===== config.mk =====
export PLATFORM = sky130hd
export DESIGN_NAME = smm_ctrl
export DESIGN_NICKNAME = d
export VERILOG_FILES = /design/src/rtl/core/smm_pkg.sv /design/src/rtl/core/smm_ctrl.sv
export SDC_FILE = /design/constraint.sdc
export NUM_CORES = 1
export LEC_CHECK = 0
export ABC_AREA = 1
export BUFFER_PORTS_ARGS = -buffer_cell sky130_fd_sc_hd__buf_2
export CAP_MARGIN = 5
export CORE_AREA = 2 2 39 41
export CTS_BUF_LIST = sky130_fd_sc_hd__clkbuf_4 sky130_fd_sc_hd__clkbuf_8
export DETAILED_ROUTE_END_ITERATION = 10
export DIE_AREA = 0 0 41 43
export GPL_TIMING_DRIVEN = 0
export PLACE_DENSITY = 0.51
export REMOVE_ABC_BUFFERS = 1
export SYNTH_ARGS = -nofsm -noshare
export SYNTH_HDL_FRONTEND = slang
export SYNTH_SLANG_ARGS = --single-unit

===== constraint.sdc =====
create_clock -name clk -period 2.8 [get_ports clk]
set_input_delay 0.56 -clock clk [delete_from_list [all_inputs] [get_ports clk]]
set_output_delay 0.56 -clock clk [all_outputs]
set_load 0.02 [all_outputs]

===== src/rtl/core/smm_pkg.sv =====
// package: shared types, codes and defaults for the segmented memory manager
package smm_pkg;
	localparam int MAX_SEGMENTS_DEF  = 256;
	localparam int SEGMENT_WORDS_DEF = 1024;

	typedef enum logic [2:0] {
		FN_MAP    = 3'd0,
		FN_UNMAP  = 3'd1,
		FN_LOAD   = 3'd2,
		FN_STORE  = 3'd3,
		FN_LDPROG = 3'd4
	} func_t;

	typedef enum logic [1:0] {
		ST_OK     = 2'd0,
		ST_BADSEG = 2'd1,
		ST_OFFSET = 2'd2,
		ST_FULL   = 2'd3
	} status_t;

	typedef enum logic [2:0] {
		S_IDLE,
		S_EVAL,
		S_ZERO,
		S_CRD,
		S_CWR,
		S_OUT
	} state_t;

	// controller to datapath
	typedef struct packed {
		logic latch;     // capture request
		logic eval;      // table lookup done, decide
		logic zero_step; // write one zero word
		logic copy_rd;   // read source word
		logic copy_wr;   // write copied word
		logic finish;    // commit result
	} cmd_t;

	// datapath to controller
	typedef struct packed {
		logic need_zero;
		logic need_copy;
		logic walk_done;
	} stat_t;
endpackage


===== src/rtl/core/smm_ctrl.sv =====
// controller state machine
module smm_ctrl import smm_pkg::*; (
	input  logic  clk,
	input  logic  arst_n,
	input  logic  in_valid,
	output logic  in_ready,
	output logic  out_valid,
	input  logic  out_ready,
	input  stat_t st,
	output cmd_t  cmd
);
	state_t state_q, state_d;

	always_ff @(posedge clk or negedge arst_n) begin
		if (!arst_n) begin
			state_q <= S_IDLE;
		end else begin
			state_q <= state_d;
		end
	end

	always_comb begin
		state_d   = state_q;
		cmd       = '0;
		in_ready  = 1'b0;
		out_valid = 1'b0;
		unique case (state_q)
			S_IDLE: begin
				in_ready = 1'b1;
				if (in_valid) begin
					cmd.latch = 1'b1;
					state_d   = S_EVAL;
				end
			end
			S_EVAL: begin
				cmd.eval = 1'b1;
				priority if (st.need_zero) state_d = S_ZERO;
				else if (st.need_copy)     state_d = S_CRD;
				else                       state_d = S_OUT;
			end
			S_ZERO: begin
				cmd.zero_step = 1'b1;
				if (st.walk_done) state_d = S_OUT;
			end
			S_CRD: begin
				cmd.copy_rd = 1'b1;
				state_d     = S_CWR;
			end
			S_CWR: begin
				cmd.copy_wr = 1'b1;
				state_d     = st.walk_done ? S_OUT : S_CRD;
			end
			S_OUT: begin
				out_valid = 1'b1;
				if (out_ready) begin
					cmd.finish = 1'b1;
					state_d    = S_IDLE;
				end
			end
			default: state_d = S_IDLE;
		endcase
	end
endmodule


==> impl_metrics.csv, run 1 <==
group,metric,value,unit
synthesis,synth_common_cells,"nand2_1 (10), inv_1 (8), nor2_1 (7)",
sta,relSlewSlack,0.876,
routing,vias_per_cell,4.01,
synthesis,synth_enable_flop_cells,0,
setup_path,cp_max_fo,5,
pwr,power_frac_comb,0.592,
synthesis,ys_warn_count,0,
synthesis,seq_area_frac_synth,0.287,
sta,fin_crit,1800,ps
cells_and_area,regArea,75.1,µm²
clocking,clk_pin_slew,40,ps
routing,drtAntennaViolNets,0,
setup_path,crit_chain,"nor2_2 > nand2_1 > nor2_1 > buf_2",
synthesis,syn_area_per_cell,5.94,µm²
place,dpl.hpwl,531,µm
sta,worst_pin_slew,186,ps
pwr,swShare,0.508,
cells_and_area,num_antenna_cells,0,
pwr,p_per_area,1140,nW/µm²
routing,vias,313,
die,die_h,43,µm
routing,route.detailed.drc,0,
global_route,grt_pass1_wl,1080,µm
cells_and_area,drive_above_1_share,0.419,
clocking,ctsResizeCount,0,
cells_and_area,layoutNonFillerInstCount,78,
cells_and_area,nFillCells,163,
pwr,internal_power,0.214,mW
clocking,numCtsBuffers,3,
sta,finalHoldViolations,0,
pwr,leakage,0.259,nW
clocking,clockBufferDepth,2,
global_route,grt.total_usage,0.0944,
clocking,tritoncts,"done",
pwr,fin_total_pwr,0.435,mW
die,die-area,1760,µm²
synthesis,ys_seq_elements,3,
job,maxCapViolations,0,
synthesis,synth_area_leaders,"dfrtp_1 (29%), nand2_1 (14%), inv_1 (11%), nor2_1 (10%), nand3_1 (7.7%)",
synthesis,syn_inst,44,
routing,dr.first_iter.drc_count,7,
status,status,"complete, no violations",
synthesis,netlist.area_leader.share,0.287,
cells_and_area,multi_input_area,145,µm²
sta,timing.fmax,556,MHz
synthesis,syn_area,262,µm²
clocking,post_cts_buffers,0,
place,place_congestion,0.838,
setup_path,critical_path_class,"reg2out",
sta,setup_viol,0,
cells_and_area,syn_to_final_growth,45.9,%
setup_path,slowest_delay,430,ps
die,core_area,1380,µm²
global_route,grt_max_degree,7,
pwr,p_seq_frac,0.205,
setup_path,path_buf_inv,1,
place,port_buffers,14,
sta,finalHoldWorstSlack,104,ps
die,initial_utilization,0.189,
worst_hold_path,hold_path.class,"in2async",
sta,fin_skew,7.29,ps
cells_and_area,reg.largest.list,"state_q: 3 flops",
setup_path,cp.arrival,1240,ps
sta,timing.final.ws_setup,1000,ps
cells_and_area,largest_reg_flops,3,
die,die_width,41,µm
routing,drt_wl_total,646,µm
clocking,clk_latency,240,ps
setup_path,required,2240,ps
setup_path,endpoint_kind,"output port",
setup_path,path_depth,4,
global_route,overflow,0,
cells_and_area,largest_register,"state_q",
sta,slew_violations,0,
synthesis,post-synth-top-count-cell,"nand2_1",
pwr,p_clk_frac,0.203,
place,placed_cells,74,
setup_path,start_kind,"flop",
setup_path,critPathSlowestCell,"dfrtp_1",
sta,finalSetupTns,0,ps
synthesis,synth_top_cell_by_area,"dfrtp_1",
sta,rsz0062_at_grt,"false",
synthesis,synth_flop_cell,"dfrtp_1",
synthesis,synthArstFlopShare,1.00,
synthesis,yosysUniqueCellTypes,14,
setup_path,r2r.worst_path.cells,6,
global_route,antenna_found_initial,0,
die,boundaryPins,15,
clocking,htree_levels,1,
clocking,holdBufCountCts,0,
routing,wl_per_cell,8.28,µm
sta,post-route-period-util,0.642,
clocking,cts_sinks,3,
place,pre_cts_slack,1280,ps
global_route,grt_pass1_vias,294,
cells_and_area,nNetsFinal,70,
pwr,ir_drop,0.265,mV
pwr,p_sw,0.221,mW
die,rows,14,
routing,firstDrtPassIters,4,
clocking,root_buffer,"clkbuf_4",
setup_path,critPathTopFamily,"flip-flops",
[layout make-up]
type                            instances  area share
Multi-Input combinational cell         30       0.380
Sequential cell                         3       0.197
Timing Repair Buffer                   14       0.184
Inverter                               11       0.108
Clock buffer                            4      0.0787
Tap cell                               16      0.0525
[metal layers]
| layer | part of all wire | GRT usage | up-vias |
|---|---|---|---|
| li1 | - | - | 169 |
| met3 | 0.051 | 0.0157 | 2 |
| met4 | 0.026 | 0.100 | 0 |
| met2 | 0.48 | 0.134 | 10 |
| met5 | 0 | 0 | - |
| met1 | 0.45 | 0.106 | 132 |
[stage by stage]
stage               cell area, µm²  utilization
finish                         382        0.276
global route                   382        0.276
CTS                            382        0.276
detailed placement             352        0.254
global placement               352        0.254
floorplan                      262            -
[cell usage in the layout (no fill, tap or decap), types with 2 or more instances in the layout]
cell type  Yosys  final
buf_2          0     14
clkbuf_4       0      4
dfrtp_1        3      3
inv_1          8      8
inv_2          3      3
nand2_1       10     10
nand3_1        4      4
nor2_1         7      7
nor2_2         2      2
[path summary, 6_finish.rpt]
check	from	to	slack, ps
setup / recovery	state_q[1]	cmd[5]	1000
hold / removal	arst_n	state_q[1]	100
setup reg to reg	state_q[1]	state_q[0]	1690
hold reg to reg	state_q[2]	state_q[1]	680
max in group asynchronous	arst_n	state_q[2]	2580
min in group clk	st[0]	state_q[1]	580
[power by group through the flow]
stage          clock, mW  sequential, mW  combinational, mW
3_5_place_dp           0          0.0903              0.258
2_1_floorplan          0          0.0858              0.190
6_report          0.0883          0.0890              0.257
3_3_place_gp           0          0.0901              0.256
5_1_grt           0.0925          0.0930              0.290
4_1_cts           0.0904          0.0899              0.259
[cells by family after synthesis]
| logic type | share of synthesized area |
|---|---|
| AND/OR/NAND/NOR | 0.507 |
| buffers and inverters | 0.158 |
| flip-flops | 0.287 |
| AO/OA/AOI/OAI | 0.0478 |
[worst register-to-register path, cell delays in order (launching register included)]
cell     delay, ps
dfrtp_1        430
nor2_2         210
nand3_1        110
nand2_1         80
nor2_1          40
nand2_1         60
nand2_1         50
No activity file was read; power rests on OpenSTA's default activity.
==> inputs of run 2 (changes only) <==
PLACE_DENSITY = 0.53   (was 0.51)
clock period = 1.55 ns   (was 2.8 ns; I/O delays follow)
==> run 2 against run 1 <==
  * First-iteration DRC count rose by 43%
  * Critical path type unchanged
  * Clock power increased by 78%
  * Combinational power up 84%
  * Die area stayed put
  * Non-clock buffer count increased by 1
  * Critical endpoint unchanged
  * Register-to-register slack lost 1200 ps
  * Sequential power grew 93%
  * Via count grew 1.3%
  * Largest cell class unchanged
  * Core utilization grew 1.5 points
  * Largest power group unchanged
  * Final area grew 5.6%
  * Global-route usage is 0.90 points lower
  * Hold slack better by 230 ps
==> impl_metrics.csv, run 2 (synthesis gave the netlist of run 1 again) <==
group,metric,value,unit
cells_and_area,multi_input_area,150,µm²
setup_path,cp.arrival,1160,ps
sta,finalSetupTns,0,ps
routing,firstDrtPassIters,5,
setup_path,critical_path_class,"reg2out",
global_route,grt_max_degree,7,
worst_hold_path,min_path_cells,2,
setup_path,crit_chain,"nor2_4 > nand2_1 > nor2_1 > buf_4",
routing,vias,317,
sta,setup_viol,0,
cells_and_area,syn_to_final_growth,54.1,%
global_route,overflow,0,
clocking,root_buffer,"clkbuf_4",
cells_and_area,regArea,76.3,µm²
sta,worst_pin_slew,170,ps
sta,post-route-period-util,0.948,
routing,wl_per_cell,8.20,µm
die,rows,14,
job,maxCapViolations,0,
pwr,leakage,0.263,nW
cells_and_area,largest_register,"state_q",
setup_path,critPathSlowestCell,"dfrtp_2",
clocking,cts_sinks,3,
global_route,grt_pass1_wl,924,µm
sta,finalHoldViolations,0,
die,boundaryPins,15,
worst_hold_path,hold_path_end,"state_q[1]",
setup_path,required,1240,ps
cells_and_area,num_antenna_cells,0,
pwr,ir_drop,0.517,mV
place,port_buffers,14,
clocking,tritoncts,"done",
cells_and_area,final_common_cell,"buf_2",
routing,drtAntennaViolNets,0,
clocking,htree_levels,1,
cells_and_area,largest_reg_flops,3,
place,dpl.hpwl,532,µm
clocking,clk_pin_slew,40,ps
die,core_area,1380,µm²
worst_hold_path,hold_path.class,"in2reg",
cells_and_area,nNetsFinal,71,
setup_path,start_kind,"flop",
setup_path,r2r_end,"state_q[0]",
place,place_congestion,0.753,
global_route,grt_pass1_vias,261,
sta,fin_crit,1470,ps
setup_path,cp_max_fo,5,
die,die_width,41,µm
die,die-area,1760,µm²
cells_and_area,final_cell_mix,"buf_2 (12), nand2_1 (10), inv_1 (8)",
routing,vias_per_cell,4.01,
clocking,clockBufferDepth,2,
sta,timing.fmax,681,MHz
global_route,antenna_found_initial,0,
place,pre_cts_slack,256,ps
sta,rsz0062_at_grt,"false",
pwr,p_per_area,2000,nW/µm²
setup_path,r2r.worst_path.cells,7,
setup_path,startpoint,"state_q[1]",
setup_path,timing.reg2reg.setup_slack,480,ps
clocking,numCtsBuffers,3,
worst_hold_path,min_from,"st[0]",
die,initial_utilization,0.189,
clocking,clk_latency,240,ps
routing,route.detailed.drc,0,
cells_and_area,reg.largest.list,"state_q: 3 flops",
global_route,grt.total_usage,0.0853,
sta,slew_violations,0,
sta,timing.final.ws_setup,80.6,ps
status,status,"complete, no violations",
setup_path,endpoint_kind,"output port",
sta,fin_skew,2.63,ps
die,die_h,43,µm
routing,drt_wl_total,648,µm
setup_path,r2r-start,"state_q[0]",
setup_path,slowest_delay,440,ps
cells_and_area,drive_above_1_share,0.429,
sta,relSlewSlack,0.887,
cells_and_area,nFillCells,157,
routing,dr.first_iter.drc_count,10,
clocking,post_cts_buffers,0,
==> run 2: worst max-delay path by stage <==
stage                     endpoint  slack (ps)
after global placement      cmd[5]         280
after detailed placement    cmd[5]         260
final                       cmd[5]          80
after CTS                   cmd[5]           8
after floorplan             cmd[5]         280
after global routing        cmd[0]           4
==> run 2: critical path, delay by kind of cell, from the launching register on <==
kind | cells | cell delay, ps
flip-flops | 1 | 440
AND/OR/NAND/NOR | 3 | 340
buffers and inverters | 1 | 140
==> run 2: metrics by stage <==
| stage | hold WS (ps) | std cells | utilization | power, mW | area (µm²) |
|---|---|---|---|---|---|
| CTS | 336 | 79 | 0.283 | 0.791 | 392 |
| global route | 352 | 79 | 0.291 | 0.867 | 403 |
| finish | 334 | 79 | 0.291 | 0.804 | 403 |
| floorplan | 14.4 | 44 | - | 0.498 | 262 |
| detailed placement | 109 | 74 | 0.254 | 0.627 | 352 |
| global placement | 106 | 74 | 0.254 | 0.623 | 352 |
==> run 2: layer usage <==
metal  up-vias  global-route usage  part of all wire  wire, µm
met1       133              0.0804              0.43       276
met5         -                   0                 0         0
met4         0               0.120             0.014         9
li1        171                   -                 -         -
met3         2              0.0157             0.049        32
met2        11               0.122              0.51       330
==> run 2: repair_timing <==
| item | CTS | global route |
|---|---|---|
| resized for setup | 0 | 4 |
| hold endpoints to repair | 3 | 0 |
| hold buffers | 1 | 0 |
| endpoints found under the setup margin | 0 | 3 |
==> run 2: where the power goes <==
group	internal, mW	switching (mW)	total [mW]
combinational	0.170	0.304	0.474
sequential	0.118	0.0544	0.172
clock	0.114	0.0434	0.157
==> run 2: cell type report <==
class / count / share of cell area
multi-input cells: 30 / 0.373
repair buffers: 15 / 0.211
flip-flops and latches: 3 / 0.189
inverters: 11 / 0.102
clock buffers: 4 / 0.0745
well taps: 16 / 0.0497
